[src/hdl/gthm_pkg.sv]
// ----------------------------------------------------------------------------
// gthm_pkg: shared definitions for the grouped tag hash map
// Types, codes and default sizes used by every module of the block.
// ----------------------------------------------------------------------------
`default_nettype none

package gthm_pkg;

  // Default sizes for the top level parameters.
  localparam int DEF_GROUP_SLOTS = 16;
  localparam int DEF_MAX_GROUPS  = 32;
  localparam int DEF_VALUE_WIDTH = 32;

  // Fixed field widths.
  localparam int HASH_W     = 64;
  localparam int NODE_W     = 32;
  localparam int META_W     = 8;
  localparam int LANE_W_MAX = 6;   // enough for up to 64 lanes per group
  localparam int GCL_W      = 3;
  localparam int APB_AW     = 2;
  localparam int APB_DW     = 32;

  // Slot metadata encodings.
  localparam logic [META_W-1:0] META_EMPTY    = 8'h01;
  localparam logic [META_W-1:0] META_DEAD     = 8'h02;
  localparam logic [META_W-1:0] META_TAG_MASK = 8'hFC;

  // Request commands.
  localparam logic CMD_FIND = 1'b0;
  localparam logic CMD_SET  = 1'b1;

  // Result status codes.
  localparam logic [1:0] STAT_OK       = 2'd0;
  localparam logic [1:0] STAT_DUP      = 2'd1;
  localparam logic [1:0] STAT_NOTFOUND = 2'd2;
  localparam logic [1:0] STAT_FULL     = 2'd3;

  // Register map (byte addresses).
  localparam logic [APB_AW-1:0] REG_ADDR_GROUP_COUNT_LOG2 = 2'd0;
  localparam logic [GCL_W-1:0]  GCL_RESET                 = 3'd5;

  // Sequencer states.
  typedef enum logic [2:0] {
    S_CLEAR,
    S_IDLE,
    S_READ,
    S_CHECK,
    S_RESULT
  } gthm_state_t;

  // Outcome of comparing one group row against the request.
  typedef struct packed {
    logic                  hit;
    logic                  has_empty;
    logic                  has_dead;
    logic [LANE_W_MAX-1:0] hit_lane;
    logic [LANE_W_MAX-1:0] empty_lane;
    logic [LANE_W_MAX-1:0] dead_lane;
  } probe_res_t;

  // Slot memory controls from the sequencer.
  typedef struct packed {
    logic                  rd_en;
    logic                  clr_en;
    logic                  wr_en;
    logic [LANE_W_MAX-1:0] wr_lane;
  } mem_ctl_t;

endpackage

`default_nettype wire

[src/hdl/gthm_ctrl.sv]
// ----------------------------------------------------------------------------
// gthm_ctrl: probe sequencer
// Runs the clearing pass, steps each request through quadratic group probes
// (lookup, then insert for a set that misses) and holds the result register.
// ----------------------------------------------------------------------------
`default_nettype none

module gthm_ctrl #(
  parameter int GROUP_SLOTS = gthm_pkg::DEF_GROUP_SLOTS,
  parameter int MAX_GROUPS  = gthm_pkg::DEF_MAX_GROUPS,
  parameter int VALUE_WIDTH = gthm_pkg::DEF_VALUE_WIDTH,
  parameter int GW          = (MAX_GROUPS > 1) ? $clog2(MAX_GROUPS) : 1
) (
  input  logic                        clk,
  input  logic                        rst_n,
  input  logic                        in_valid,
  output logic                        in_stall,
  input  logic                        in_cmd,
  input  logic [gthm_pkg::HASH_W-1:0] in_key_hash,
  input  logic [gthm_pkg::NODE_W-1:0] in_node_value,
  output logic                        out_valid,
  input  logic                        out_stall,
  output logic                        out_found,
  output logic [gthm_pkg::NODE_W-1:0] out_result_value,
  output logic [1:0]                  out_status,
  input  logic [GW-1:0]               grp_mask,
  input  logic [GW:0]                 grp_count,
  input  gthm_pkg::probe_res_t        probe,
  input  logic [VALUE_WIDTH-1:0]      value_row [GROUP_SLOTS],
  output gthm_pkg::mem_ctl_t          mem_ctl,
  output logic [GW-1:0]               mem_grp,
  output logic [gthm_pkg::HASH_W-1:0] key_hash,
  output logic [VALUE_WIDTH-1:0]      wr_value
);
  import gthm_pkg::*;

  localparam int LW = $clog2(GROUP_SLOTS);
  localparam int CW = GW + 1;

  gthm_state_t state_r, state_nxt;

  logic              cmd_r, cmd_nxt;
  logic [HASH_W-1:0] hash_r, hash_nxt;
  logic [NODE_W-1:0] val_r, val_nxt;
  logic              insert_r, insert_nxt;
  logic [GW-1:0]     grp_r, grp_nxt;
  logic [GW-1:0]     sq_r, sq_nxt;
  logic [GW-1:0]     odd_r, odd_nxt;
  logic [CW-1:0]     probe_cnt_r, probe_cnt_nxt;
  logic [GW-1:0]     clr_row_r, clr_row_nxt;
  logic              res_found_r, res_found_nxt;
  logic [NODE_W-1:0] res_value_r, res_value_nxt;
  logic [1:0]        res_status_r, res_status_nxt;
  logic              out_valid_r, out_valid_nxt;
  logic              out_found_r, out_found_nxt;
  logic [NODE_W-1:0] out_value_r, out_value_nxt;
  logic [1:0]        out_status_r, out_status_nxt;

  logic              clr_last;
  logic              out_free;
  logic              lim;
  logic              chk_done;
  logic              chk_restart;
  logic              chk_write;
  logic [LANE_W_MAX-1:0] chk_lane;
  logic              chk_found;
  logic [NODE_W-1:0] chk_value;
  logic [1:0]        chk_status;
  logic [VALUE_WIDTH-1:0] hit_val;
  logic [63:0]       hit_val64;
  logic [63:0]       node64;

  assign clr_last  = (clr_row_r == GW'(MAX_GROUPS - 1));
  assign out_free  = !out_valid_r || !out_stall;
  assign lim       = ((probe_cnt_r + CW'(1)) == grp_count);
  assign hit_val   = value_row[probe.hit_lane[LW-1:0]];
  assign hit_val64 = 64'(hit_val);
  assign node64    = 64'(val_r);

  assign key_hash  = hash_r;
  assign wr_value  = node64[VALUE_WIDTH-1:0];

  // Decision on the group row just read.
  always_comb begin
    chk_done    = 1'b0;
    chk_restart = 1'b0;
    chk_write   = 1'b0;
    chk_lane    = probe.empty_lane;
    chk_found   = 1'b0;
    chk_value   = '0;
    chk_status  = STAT_OK;
    if (!insert_r) begin
      if (probe.hit) begin
        chk_done  = 1'b1;
        chk_found = 1'b1;
        if (cmd_r == CMD_SET) begin
          chk_status = STAT_DUP;
        end else begin
          chk_value = hit_val64[NODE_W-1:0];
        end
      end else if (probe.has_empty || lim) begin
        if (cmd_r == CMD_SET) begin
          chk_restart = 1'b1;
        end else begin
          chk_done   = 1'b1;
          chk_status = probe.has_empty ? STAT_NOTFOUND : STAT_FULL;
        end
      end
    end else begin
      if (probe.has_empty || probe.has_dead) begin
        chk_done  = 1'b1;
        chk_write = 1'b1;
        chk_lane  = probe.has_empty ? probe.empty_lane : probe.dead_lane;
      end else if (lim) begin
        chk_done   = 1'b1;
        chk_status = STAT_FULL;
      end
    end
  end

  // Next state.
  always_comb begin
    state_nxt = state_r;
    case (state_r)
      S_CLEAR: begin
        if (clr_last) begin
          state_nxt = S_IDLE;
        end
      end
      S_IDLE: begin
        if (in_valid) begin
          state_nxt = S_READ;
        end
      end
      S_READ: begin
        state_nxt = S_CHECK;
      end
      S_CHECK: begin
        state_nxt = chk_done ? S_RESULT : S_READ;
      end
      S_RESULT: begin
        if (out_free) begin
          state_nxt = S_IDLE;
        end
      end
      default: begin
        state_nxt = S_IDLE;
      end
    endcase
  end

  // Handshake and memory controls.
  always_comb begin
    in_stall        = 1'b1;
    mem_ctl         = '0;
    mem_grp         = grp_r;
    case (state_r)
      S_CLEAR: begin
        mem_ctl.clr_en = 1'b1;
        mem_grp        = clr_row_r;
      end
      S_IDLE: begin
        in_stall = 1'b0;
      end
      S_READ: begin
        mem_ctl.rd_en = 1'b1;
      end
      S_CHECK: begin
        mem_ctl.wr_en   = chk_write;
        mem_ctl.wr_lane = chk_lane;
      end
      default: begin
        in_stall = 1'b1;
      end
    endcase
  end

  // Request, probe walk and result registers.
  always_comb begin
    cmd_nxt        = cmd_r;
    hash_nxt       = hash_r;
    val_nxt        = val_r;
    insert_nxt     = insert_r;
    grp_nxt        = grp_r;
    sq_nxt         = sq_r;
    odd_nxt        = odd_r;
    probe_cnt_nxt  = probe_cnt_r;
    clr_row_nxt    = clr_row_r;
    res_found_nxt  = res_found_r;
    res_value_nxt  = res_value_r;
    res_status_nxt = res_status_r;
    out_valid_nxt  = out_valid_r && out_stall;
    out_found_nxt  = out_found_r;
    out_value_nxt  = out_value_r;
    out_status_nxt = out_status_r;

    if (state_r == S_CLEAR) begin
      clr_row_nxt = clr_row_r + GW'(1);
    end

    // Latch a new request and aim at its home group.
    if (state_r == S_IDLE && in_valid) begin
      cmd_nxt       = in_cmd;
      hash_nxt      = in_key_hash;
      val_nxt       = in_node_value;
      insert_nxt    = 1'b0;
      grp_nxt       = in_key_hash[GW-1:0] & grp_mask;
      sq_nxt        = GW'(1);
      odd_nxt       = GW'(3);
      probe_cnt_nxt = '0;
    end

    if (state_r == S_CHECK) begin
      if (chk_done) begin
        res_found_nxt  = chk_found;
        res_value_nxt  = chk_value;
        res_status_nxt = chk_status;
      end else if (chk_restart) begin
        // Set that missed: start the insert walk from the home group.
        insert_nxt    = 1'b1;
        grp_nxt       = hash_r[GW-1:0] & grp_mask;
        sq_nxt        = GW'(1);
        odd_nxt       = GW'(3);
        probe_cnt_nxt = '0;
      end else begin
        // Quadratic step: add k*k, kept as a running sum of odd numbers.
        grp_nxt       = (grp_r + sq_r) & grp_mask;
        sq_nxt        = sq_r + odd_r;
        odd_nxt       = odd_r + GW'(2);
        probe_cnt_nxt = probe_cnt_r + CW'(1);
      end
    end

    if (state_r == S_RESULT && out_free) begin
      out_valid_nxt  = 1'b1;
      out_found_nxt  = res_found_r;
      out_value_nxt  = res_value_r;
      out_status_nxt = res_status_r;
    end
  end

  always_ff @(posedge clk) begin
    if (!rst_n) begin
      state_r     <= S_CLEAR;
      clr_row_r   <= '0;
      out_valid_r <= 1'b0;
      insert_r    <= 1'b0;
      probe_cnt_r <= '0;
    end else begin
      state_r     <= state_nxt;
      clr_row_r   <= clr_row_nxt;
      out_valid_r <= out_valid_nxt;
      insert_r    <= insert_nxt;
      probe_cnt_r <= probe_cnt_nxt;
    end
  end

  always_ff @(posedge clk) begin
    cmd_r        <= cmd_nxt;
    hash_r       <= hash_nxt;
    val_r        <= val_nxt;
    grp_r        <= grp_nxt;
    sq_r         <= sq_nxt;
    odd_r        <= odd_nxt;
    res_found_r  <= res_found_nxt;
    res_value_r  <= res_value_nxt;
    res_status_r <= res_status_nxt;
    out_found_r  <= out_found_nxt;
    out_value_r  <= out_value_nxt;
    out_status_r <= out_status_nxt;
  end

  assign out_valid        = out_valid_r;
  assign out_found        = out_found_r;
  assign out_result_value = out_value_r;
  assign out_status       = out_status_r;

  // An accepted request always starts with a row read.
  a_accept_reads: assert property (@(posedge clk) disable iff (!rst_n)
    (in_valid && !in_stall) |=> (state_r == S_READ))
    else $error("accepted request did not start a row read");

  // The probe count never reaches the group count while probing.
  a_probe_bound: assert property (@(posedge clk) disable iff (!rst_n)
    (state_r == S_CHECK) |-> (probe_cnt_r < grp_count))
    else $error("probe count ran past the group count");

  // Slots are written only by the insert walk.
  a_write_insert: assert property (@(posedge clk) disable iff (!rst_n)
    mem_ctl.wr_en |-> (insert_r && state_r == S_CHECK))
    else $error("slot write outside the insert walk");

  // No result appears before the clearing pass is over.
  a_clear_quiet: assert property (@(posedge clk) disable iff (!rst_n)
    (state_r == S_CLEAR) |-> !out_valid_r)
    else $error("result presented during the clearing pass");

  // A result is loaded only after a finished check.
  a_result_after_check: assert property (@(posedge clk) disable iff (!rst_n)
    (state_r == S_RESULT) |-> ($past(state_r) == S_CHECK || $past(state_r) == S_RESULT))
    else $error("result state entered without a completed check");

endmodule

`default_nettype wire

[config.mk]
export PLATFORM = sky130hd
export DESIGN_NAME = gthm_ctrl
export DESIGN_NICKNAME = d
export VERILOG_FILES = /design/src/hdl/gthm_pkg.sv /design/src/hdl/gthm_ctrl.sv
export SDC_FILE = /design/constraint.sdc
export NUM_CORES = 1
export LEC_CHECK = 0
export BUFFER_PORTS_ARGS = -buffer_cell sky130_fd_sc_hd__buf_2
export CELL_PAD_IN_SITES_DETAIL_PLACEMENT = 0
export CELL_PAD_IN_SITES_GLOBAL_PLACEMENT = 1
export CORE_AREA = 2 2 304 306
export DETAILED_ROUTE_END_ITERATION = 7
export DIE_AREA = 0 0 306 308
export PLACE_DENSITY = 0.5
export SETUP_SLACK_MARGIN = 0.15
export SLEW_MARGIN = 10
export SYNTH_ARGS = -nofsm -noshare
export SYNTH_HDL_FRONTEND = slang
export SYNTH_SLANG_ARGS = --single-unit
[constraint.sdc]
create_clock -name clk -period 6.16 [get_ports clk]
set_input_delay 0.924 -clock clk [delete_from_list [all_inputs] [get_ports clk]]
set_output_delay 0.924 -clock clk [all_outputs]
set_load 0.01 [all_outputs]
==> results of run 1 <==
-- final cells by class --
class	count	area (sq um)	share of cell area [%]
multi-input cells	405	5310	30.9
repair buffers	798	4060	23.6
well taps	1186	1480	8.62
diodes	11	27.5	0.160
clock inverters	15	209	1.21
flip-flops and latches	198	5650	32.8
clock buffers	17	425	2.47
inverters	13	48.8	0.284
-- registers in the layout (all words and copies together), names as in the netlist --
register          cells
state_r               3
clr_row_r             5
res_value_r          32
grp_r                 5
res_found_r           1
out_valid             1
key_hash             64
insert_r              1
probe_cnt_r           6
res_status_r          2
odd_r                 5
out_result_value     32
out_found             1
sq_r                  5
wr_value             32
out_status            2
cmd_r                 1
-- kinds of logic (layout without fill, tap and decap cells) --
| family | count (synthesis) | after routing | share of synthesized area [%] |
|---|---|---|---|
| mux | 175 | 175 | 33.6 |
| flops | 198 | 198 | 50.4 |
| simple gates | 131 | 131 | 6.45 |
| other cells | 0 | 11 | 0 |
| compound gates | 69 | 69 | 4.20 |
| buf+inv | 62 | 843 | 2.47 |
| fa+ha+maj | 14 | 14 | 1.70 |
| xor+xnor | 16 | 16 | 1.25 |
-- metal layers --
metal / track usage (%) / share of wire (%) / up-vias
li1: - / - / 4337
met3: 3.98 / 7.6 / 94
met5: 0 / 0.19 / -
met4: 3.49 / 2.1 / 20
met2: 22.8 / 51 / 556
met1: 14.6 / 39 / 4963
-- cell usage in the layout (no fill, tap or decap), types with 3 or more instances in the layout --
| cell type | n |
|---|---|
| mux2_2 | 6 |
| clkinv_8 | 6 |
| nor3b_1 | 5 |
| nor2_1 | 20 |
| inv_1 | 12 |
| xnor2_1 | 10 |
| buf_4 | 7 |
| a21o_1 | 4 |
| nand3b_1 | 3 |
| a31oi_1 | 7 |
| mux2i_1 | 8 |
| nand2_1 | 23 |
| buf_2 | 787 |
| inv_12 | 3 |
| xor2_1 | 6 |
| o21ai_0 | 15 |
| a21oi_1 | 13 |
| ha_1 | 12 |
| nand3_1 | 9 |
| mux4_2 | 160 |
| nand2b_1 | 3 |
| a22o_1 | 5 |
| clkbuf_16 | 17 |
| nor2b_1 | 40 |
| diode_2 | 11 |
| inv_8 | 4 |
| dfxtp_1 | 30 |
| edfxtp_1 | 168 |
| nor3_1 | 9 |
| and3_1 | 5 |
-- worst max-delay path: stages, from the launching register on --
cell and delay [ns]:
dfxtp_1 0.45, ha_1 0.27, nand3_1 0.15, o21ai_0 0.24
nor2b_1 0.28, a31oi_2 0.22, a211o_1 0.46, inv_2 0.23
buf_4 0.52
-- report_power, final --
group,total [mW],switching [mW],leakage [nW],internal [mW]
combinational,0.635,0.262,4.95,0.373
clock,1.23,0.667,0.306,0.566
sequential,1.47,0.0120,1.76,1.46
-- metrics by stage --
step | power, mW | utilization, % | hold slack (ns) | instances
finish | 3.34 | 18.9 | 0.421 | 2643
global route | 3.50 | 18.9 | 0.428 | 2636
CTS | 3.43 | 18.9 | 0.424 | 2632
detailed placement | 2.15 | 18.2 | 0.405 | 2600
global placement | 2.14 | 18.2 | 0.404 | 2600
floorplan | 1.81 | - | 0.400 | 665
-- worst paths after layout --
check | from | end | slack [ns] | cells past startpoint
worst max register to register | probe_cnt_r[0]$_SDFF_PN0_ | res_value_r[2]$_SDFFCE_PP0P_ | 2.94 | 8
worst min-delay path | res_value_r[10]$_SDFFCE_PP0P_ | out_result_value[10]$_DFFE_PP_ | 0.42 | 0
worst max-delay path | probe_cnt_r[0]$_SDFF_PN0_ | res_value_r[2]$_SDFFCE_PP0P_ | 2.94 | 8
worst min register to register | res_value_r[10]$_SDFFCE_PP0P_ | out_result_value[10]$_DFFE_PP_ | 0.42 | 0
==> results.md, run 1 <==
* Vias per inst at 3.77
* Post-synth top area cell: edfxtp_1
* Worst min-delay path class: register to register
* Unique masters post-synth at 61
* Post-CTS Resized at 0
* Cells after Synth at 665
* Starting Density at 12.3%
* CP Max Fanout at 29
* Buffers on Ports at 789
* Postcts setup bufs at 0
* Worst Slack Setup Final at 2.94 ns
* H-tree levels at 4
* Clk buf depth at 2
* DR iter-0 viols at 586
* First-pass GRT wire length at a little over 80000 microns
* Sequential fraction of the synthesis area at 50.4%
* Most common cell in the netlist: edfxtp_1
* CTS buffer count at 17
* Status: complete, no violations
* RePlAce Congestion at 0.924
* Leak at 7.02 nW
* Fill cell total of the finished layout at 9981
* Clk Latency, worst-skew pair at 0.50 ns
* Vias at 9970
* Drt wl/cell at 23.3 microns
* CTS tree: done
* Startpoint Class: register
* Worst Path Arrival at 3.37 ns
* Rows at 111
* Worst Clk Skew at 0.0136 ns
* Maxcap violations at 0
* Syn_area_per_cell at between 15 and 20 sq um
* Required time worst endpoint at about 6.3 ns
* Final wirelength at about 61000 microns
* Seq cells post-synth at approximately 200
* VDD IR max at 165 uV
* Number of synthesized flops with an enable pin at 168
* Final Hold Fails at 0
* Area of the mapped netlist at 11200 sq um
* Clock Sinks at 198
* Post-DP HPWL at 51900 microns
* DR pass1 iterations at 4
* Tmin final at 3.22 ns
* Worst Setup Path Type: register to register
* Congestion Overflow GR at 0
* Ys flop type: edfxtp_1
* # hold bufs at CTS at 0
* Post-synthesis async set-or-reset flop share at 0%
* Pre-CTS setup slack at 2.44 ns
* Fin crit share at 52.3%
* Core Area at 91000 sq um
* RSZ-0062 raised after global routing: false
* Post-synth net total at 1324
* Top cell type's share of synthesized area at between 40% and 50%
* Vias in the first global route at around 11000
* Overall Global Routing Usage at approximately 13%
* Initial antenna violation count at 44
* Root buffer cell: clkbuf_16
* DRC viols at 0
* Die footprint at 94200 sq um
* TNS Setup at 0 ns
* Post-synth top cells: edfxtp_1, mux4_2, nor2b_1, dfxtp_1, clkbuf_1
* Ranking of synthesized cells by area: edfxtp_1, mux4_2, dfxtp_1
* Design Area, Final at 17200 sq um
* Synthesis Warnings at 0
* Max Freq at around 310 MHz
* Post-route ant nets at 0
* Die Ht at 308 microns
* Synth-to-layout area growth at 53.5%
* Die Wd at 306 microns
* Relative slew slack at a little under a third
* Crit. End Element: register
* Max Slew Vio Count at 0
* Post-DP Area at between 15000 and 20000 sq um
* Count of final setup violators at 0
* Fraction of layout cells with a size suffix above 1 at a little over two thirds
* Pwr Density at 194 nW/um^2
* I/O Pins at 792
* Worst-margin pin slew at 1.04 ns
* Final nets at ~2100
* Largest net degree at the start of global routing at 78
* Clock Pin Slew Worst Setup and Hold Paths at around 0.080 ns
Power figures use the tool's default switching activity.
==> run 2, diff against run 1 <==
--- a/config.mk
+++ b/config.mk
@@ -5,13 +5,14 @@
 export SDC_FILE = /design/constraint.sdc
 export NUM_CORES = 1
 export LEC_CHECK = 0
+export ABC_AREA = 1
 export BUFFER_PORTS_ARGS = -buffer_cell sky130_fd_sc_hd__buf_2
 export CELL_PAD_IN_SITES_DETAIL_PLACEMENT = 0
 export CELL_PAD_IN_SITES_GLOBAL_PLACEMENT = 1
 export CORE_AREA = 2 2 304 306
 export DETAILED_ROUTE_END_ITERATION = 7
 export DIE_AREA = 0 0 306 308
-export PLACE_DENSITY = 0.5
+export PLACE_DENSITY = 0.55
 export SETUP_SLACK_MARGIN = 0.15
 export SLEW_MARGIN = 10
 export SYNTH_ARGS = -nofsm -noshare
==> constraint.sdc (replaced) <==
create_clock -name clk -period 2.7 [get_ports clk]
set_input_delay 0.405 -clock clk [delete_from_list [all_inputs] [get_ports clk]]
set_output_delay 0.405 -clock clk [all_outputs]
set_load 0.01 [all_outputs]
==> run 2 against run 1 <==
Combinational power rose by 150%. Die area unchanged. Register-to-register slack worse by 2.6 ns. Hold slack worse by 0.35 ns. Wire length rose by 35%. Clock-buffer cell count up 1. Sequential share of layout area decreased by 1.7 points. Final cell count grew 26%. Clock power grew 130%. Synthesized area increased by 2.9%. Largest power group unchanged.
==> results.md, run 2 <==
* Design Area, Final at 18200 sq um (+5.6%)
* Clk buf depth at 2 (unchanged)
* Post-DP HPWL at 69100 microns (+33%)
* Post-route core utilization at 20.0% (+1.1 points)
* Ranking of synthesized cells by area: edfxtp_1, o21ai_0, nor2_1
* Delay-heaviest family, CP: simple AND/OR/NAND/NOR gates
* Final Hold Fails at 0 (unchanged)
* Ys flop type: edfxtp_1
* Clock Sinks at 198 (unchanged)
* Worst Setup Path Type: register to register
* Vias in the first global route at 13800 (+30%)
* RePlAce Congestion at 0.874 (-5.4%)
* Clk Latency, worst-skew pair at 0.50 ns (about the same)
* Crit path buf inv count at 5 (+3)
* Overall Global Routing Usage at 16.9% (+4.2 points)
* Fraction of layout cells with a size suffix above 1 at 44.2% (-26 points)
* Max Freq at 424 MHz (+37%)
* DR pass1 iterations at 5 (+1)
* Fill cell total of the finished layout at 10400 (+3.9%)
* First-pass GRT wire length at 110000 microns (+33%)
* Buffers on Ports at 789 (unchanged)
* Die footprint at 94200 sq um (unchanged)
* Pre-CTS setup slack at 0.208 ns (-2.23 ns)
* Worst Slack Setup Final at 0.341 ns (-2.60 ns)
* Cells after Synth at 1349 (+100%)
* TNS Setup at 0 ns (unchanged)
* CTS buffer count at 17 (unchanged)
* Root buffer cell: clkbuf_16
* Crit-path max cell delay at 0.34 ns (-0.18 ns)
* Seq cells post-synth at 198 (unchanged)
* Leak at 7.51 nW (+6.9%)
* Core Area at 91000 sq um (unchanged)
* Sequential fraction of the synthesis area at 48.9% (-1.4 points)
* Fin crit share at 87.4% (+35 points)
* Vias at 13900 (+39%)
* Die Ht at 308 microns (unchanged)
* Top cell type's share of synthesized area at 43.7% (-1.3 points)
* Starting Density at 12.7% (+0.36 points)
* Most common cell in the netlist: nor2_1
* Required time worst endpoint at 2.92 ns (-3.38 ns)
* Worst Clk Skew at 0.0149 ns (+0.00125 ns)
* Worst Path Arrival at 2.58 ns (-0.79 ns)
* RSZ-0062 raised after global routing: false
* Relative slew slack at 49.2% (+18 points)
* Largest net degree at the start of global routing at 61 (-22%)
* Crit path cell chain: ha_2 -> inv_1 -> nand2_1 -> nand2_1 -> nor2_1 -> nand2_1 -> nor2_2 -> nand3_2 -> nand2_2 -> nand2_2 -> nand2_2 -> nand2_4 -> inv_1 -> nand2_2 -> clkinvlp_4 -> buf_12 -> clkbuf_16
* Most common cell after layout, fill and taps aside: buf_2
* VDD IR max at 323 uV (+96%)
* Placed Instances at 3287 (+26%)
* CTS tree: done
* Worst-margin pin slew at 0.758 ns (-0.277 ns)
* Post-DP Area at 17400 sq um (+4.9%)
* # hold bufs at CTS at 0 (unchanged)
* Post-route ant nets at 0 (unchanged)
* Total Power at 7.78 mW (+130%)
* DR iter-0 viols at 805 (+37%)
* Pwr Density at 428 nW/um^2 (+120%)
* Post-synthesis async set-or-reset flop share at 0% (unchanged)
* Max Slew Vio Count at 0 (unchanged)
* Most frequent cells in the layout: buf_2, nor2_1, o21ai_0, edfxtp_1, o221ai_1
* Vias per inst at 4.15 (+10%)
* Synthesis Warnings at 0 (unchanged)
* Final nets at 2787 (+33%)
* Status: complete, no violations
* Synth-to-layout area growth at 57.4%
* Final wirelength at 82800 microns (+35%)
* DRC viols at 0 (unchanged)
* H-tree levels at 4 (unchanged)
* Max FFs per register at 64 (unchanged)
* I/O Pins at 792 (unchanged)
* Area of the mapped netlist at 11500 sq um (+2.9%)
* Unique masters post-synth at 36 (-41%)
* Tmin final at 2.36 ns (-0.862 ns)
* Post-synth net total at 2008 (+52%)
* Startpoint Class: register
* Maxcap violations at 0 (unchanged)
* Count of final setup violators at 0 (unchanged)
* Crit. End Element: register
* Worst min-delay path class: primary input to register
* CP Max Fanout at 6 (-79%)
* Worst hold slack at 0.0668 ns (-0.354 ns)
* Final non-filler cell total at 3340 (+26%)
* Most frequent CP cell: nand2_2
* Congestion Overflow GR at 0 (unchanged)
* Clock Pin Slew Worst Setup and Hold Paths at 0.09 ns (about the same)
* Syn_area_per_cell at 8.55 sq um (-49%)
* Post-synth top cells: nor2_1, o21ai_0, edfxtp_1, clkbuf_1, o221ai_1
* Number of synthesized flops with an enable pin at 168 (unchanged)
* Drt wl/cell at 24.8 microns (+6.6%)
* Post-synth top area cell: edfxtp_1
* Crit-path slowest cell: ha_2
* Rows at 111 (unchanged)
* Die Wd at 306 microns (unchanged)
* Initial antenna violation count at 72 (+64%)
==> run 2: cell count changes after synthesis, moves of 46 or more <==
cell,previous run,this run
o211ai_1,1,47
mux4_2,160,0
clkbuf_1,26,101
nor2_1,20,303
o21ai_0,15,280
o221ai_1,1,86
==> run 2: per-layer routing <==
layer	up-vias	track usage (%)	wire length, microns
met3	148	5.00	6240
li1	6531	-	-
met5	-	0	195
met1	6478	19.1	32600
met2	667	30.9	41600
met4	30	4.28	2220
==> run 2: cell families (layout without fill, tap and decap cells) <==
| family | after synthesis | after routing | share of synthesized area (%) |
|---|---|---|---|
| AND/OR/NAND/NOR | 443 | 443 | 15.9 |
| other | 0 | 13 | 0 |
| adder cells (fa/ha/maj) | 14 | 14 | 1.65 |
| flip-flops | 198 | 198 | 48.9 |
| buffers and inverters | 164 | 956 | 5.75 |
| AO/OA/AOI/OAI | 520 | 520 | 27.1 |
| XOR/XNOR | 10 | 10 | 0.759 |
==> run 2: cell type report <==
class	instances	area, sq um	area share, %
Sequential cell	198	5650	31.1
Antenna cell	13	32.5	0.179
Inverter	46	186	1.03
Tap cell	1186	1480	8.17
Timing Repair Buffer	878	4920	27.1
Clock inverter	14	176	0.971
Clock buffer	18	450	2.48
Multi-Input combinational cell	987	5260	29.0
==> run 2: worst paths after layout <==
kind,startpoint,end,slack [ns],cells after the start
setup / recovery,probe_cnt_r[1]$_SDFF_PN0_,res_value_r[13]$_SDFFCE_PP0P_,0.34,17
hold / removal,in_node_value[16],wr_value[16]$_DFFE_PP_,0.07,1
setup reg to reg,probe_cnt_r[1]$_SDFF_PN0_,res_value_r[13]$_SDFFCE_PP0P_,0.34,17
hold reg to reg,res_value_r[6]$_SDFFCE_PP0P_,out_result_value[6]$_DFFE_PP_,0.42,0
==> run 2: repair_timing <==
| action | 4_1_cts | 5_1_grt |
|---|---|---|
| buffers inserted | 0 | 4 |
| setup endpoints to repair | 0 | 38 |
| resized for setup | 0 | 6 |
==> run 2: power by group <==
group	leakage [nW]	switching [mW]	internal [mW]
registers	1.76	0.0291	3.33
clock network	0.305	1.54	1.32
logic	5.44	0.868	0.698
==> run 2: worst reg2reg max path, stage by stage (launching register included) <==
cell and delay (ns):
dfxtp_1 0.32, ha_2 0.34, inv_1 0.04, nand2_1 0.04
nand2_1 0.05, nor2_1 0.07, nand2_1 0.08, nor2_2 0.10
nand3_2 0.13, nand2_2 0.11, nand2_2 0.06, nand2_2 0.08
nand2_4 0.05, inv_1 0.06, nand2_2 0.08, clkinvlp_4 0.11
buf_12 0.16, clkbuf_16 0.17
==> run 3, diff against run 2 <==
--- a/config.mk
+++ b/config.mk
@@ -13,6 +13,7 @@
 export DETAILED_ROUTE_END_ITERATION = 7
 export DIE_AREA = 0 0 306 308
 export PLACE_DENSITY = 0.55
+export RECOVER_POWER = 25
 export SETUP_SLACK_MARGIN = 0.15
 export SLEW_MARGIN = 10
 export SYNTH_ARGS = -nofsm -noshare
==> run 3 against run 2 <==
Hold slack about the same. Wire length is essentially flat. Design area about the same. Sequential cell count did not move. Via count shrank 0.12%. Sequential share of layout area is essentially flat. Clock-buffer cell count unchanged. Global-route usage unchanged. Critical endpoint unchanged. Largest cell class unchanged.
==> results.md, run 3 (same netlist as run 2, synthesis figures left out) <==
* Status: complete, no violations
* H-tree levels at 4 (unchanged)
* Fraction of layout cells with a size suffix above 1 at 43.7% (-0.56 points)
* RePlAce Congestion at 0.874 (unchanged)
* Starting Density at 12.7% (unchanged)
* Max Freq at 424 MHz (about the same)
* Fill cell total of the finished layout at 10400 (+0.068%)
* Max Slew Vio Count at 0 (unchanged)
* CTS buffer count at 17 (unchanged)
* Sequential Area at 5650 sq um (unchanged)
* Worst-margin pin slew at 0.758 ns (unchanged)
* Final nets at 2787 (unchanged)
* Worst min-delay path class: primary input to register
* Maxcap violations at 0 (unchanged)
* VDD IR max at 323 uV (about the same)
* Final wirelength at 82800 microns (about the same)
* Crit-path slowest cell: ha_2
* DR iter-0 viols at 806 (+0.12%)
* DRC viols at 0 (unchanged)
* Worst hold slack at 0.0668 ns (-0.0000422 ns)
* Crit-path max cell delay at 0.34 ns (about the same)
* Post-route core utilization at 20.0% (about the same)
* Vias per inst at 4.14 (-0.12%)
* Final non-filler cell total at 3340 (unchanged)
* Most frequent CP cell: nand2_2
* Tmin final at 2.36 ns (-0.0000980 ns)
* Count of final setup violators at 0 (unchanged)
* Drt wl/cell at 24.8 microns (about the same)
* Final Hold Fails at 0 (unchanged)
* Max FFs per register at 64 (unchanged)
* Root buffer cell: clkbuf_16
* Worst Clk Skew at 0.0149 ns (+0.000000200 ns)
* Buffers on Ports at 789 (unchanged)
* Die Ht at 308 microns (unchanged)
* DR pass1 iterations at 5 (unchanged)
* Vias in the first global route at 13800 (unchanged)
* Synth-to-layout area growth at 57.3% (about the same)
* Die footprint at 94200 sq um (unchanged)
* Post-route ant nets at 0 (unchanged)
* Multi-input logic area at 5260 sq um (unchanged)
* Clk buf depth at 2 (unchanged)
* Placed Instances at 3287 (unchanged)
* Die Wd at 306 microns (unchanged)
* Startpoint Class: register
* I/O Pins at 792 (unchanged)
* Relative slew slack at 49.2% (unchanged)
* Crit. End Element: register
* Worst Setup Path Type: register to register
* Clk Latency, worst-skew pair at 0.50 ns (about the same)
* CP Max Fanout at 6 (unchanged)
* Most common cell after layout, fill and taps aside: buf_2
* Rows at 111 (unchanged)
* Most frequent cells in the layout: buf_2, nor2_1, o21ai_0, edfxtp_1, o221ai_1
* Required time worst endpoint at 2.92 ns (about the same)
* Vias at 13800 (-0.12%)
* Post-DP HPWL at 69100 microns (unchanged)
* Core Area at 91000 sq um (unchanged)
* Congestion Overflow GR at 0 (unchanged)
* Crit path cell chain: ha_2 -> inv_1 -> nand2_1 -> nand2_1 -> nor2_1 -> nand2_1 -> nor2_2 -> nand3_2 -> nand2_2 -> nand2_2 -> nand2_2 -> nand2_4 -> inv_1 -> nand2_2 -> clkinvlp_4 -> buf_12 -> clkbuf_16
* Leak at 7.48 nW (-0.44%)
* Worst Path Arrival at 2.58 ns (about the same)
* Pwr Density at 429 nW/um^2 (about the same)
* First-pass GRT wire length at 110000 microns (unchanged)
* CTS tree: done
* Largest net degree at the start of global routing at 61 (unchanged)
* TNS Setup at 0 ns (unchanged)
* Clock Pin Slew Worst Setup and Hold Paths at 0.09 ns (about the same)
* Overall Global Routing Usage at 16.9% (unchanged)
* Initial antenna violation count at 72 (unchanged)
* # hold bufs at CTS at 0 (unchanged)
* RSZ-0062 raised after global routing: false
* Clock Sinks at 198 (unchanged)
* Fin crit share at 87.4% (about the same)
[run 3: repair_timing]
item	4_1_cts	5_1_grt
resized for setup	0	6
setup endpoints to repair	0	38
setup buffers	0	4
[run 3: worst max-delay path, delay by kind of cell, from the launching register on]
family | cells | cell delay (ns)
and+or+nand+nor | 11 | 0.85
buffers and inverters | 5 | 0.54
adders and majority gates | 1 | 0.34
DFF | 1 | 0.32
[run 3: final timing paths]
check,cells past startpoint,endpoint,start,slack [ns]
max,17,res_value_r[13]$_SDFFCE_PP0P_,probe_cnt_r[1]$_SDFF_PN0_,0.34
min,1,wr_value[16]$_DFFE_PP_,in_node_value[16],0.07
min reg2reg,0,out_result_value[6]$_DFFE_PP_,res_value_r[6]$_SDFFCE_PP0P_,0.42
max reg2reg,17,res_value_r[13]$_SDFFCE_PP0P_,probe_cnt_r[1]$_SDFF_PN0_,0.34
[run 3: per-stage QoR]
| step | instance area, sq um | worst slack (ns) | power [mW] |
|---|---|---|---|
| global placement | 17400 | 0.205 | 5.02 |
| finish | 18100 | 0.341 | 7.78 |
| CTS | 18000 | 0.185 | 7.99 |
| global route | 18100 | 0.175 | 8.21 |
| detailed placement | 17400 | 0.208 | 5.02 |
| floorplan | 11500 | 0.247 | 4.06 |
[run 3: report_power, final]
part           total, mW  switching, mW  leakage [nW]  internal [mW]
clock network       2.86           1.54         0.305           1.32
logic               1.56          0.869          5.41          0.696
registers           3.35         0.0291          1.76           3.33
[run 3: metal layers]
layer	vias to the layer above	wire length (microns)	global-route usage, %
li1	6531	-	-
met1	6478	32700	19.1
met2	657	41700	30.9
met3	142	6140	5.00
met4	30	2090	4.28
met5	-	195	0
[run 3: final cells by class]
cell class | count | share of cell area [%]
multi-input combinational | 987 | 29.0
timing repair buffer | 878 | 27.1
sequential | 198 | 31.1
tap | 1186 | 8.18
clock buffer | 18 | 2.48
clock inverter | 14 | 0.972
inverter | 46 | 1.03
antenna | 13 | 0.179
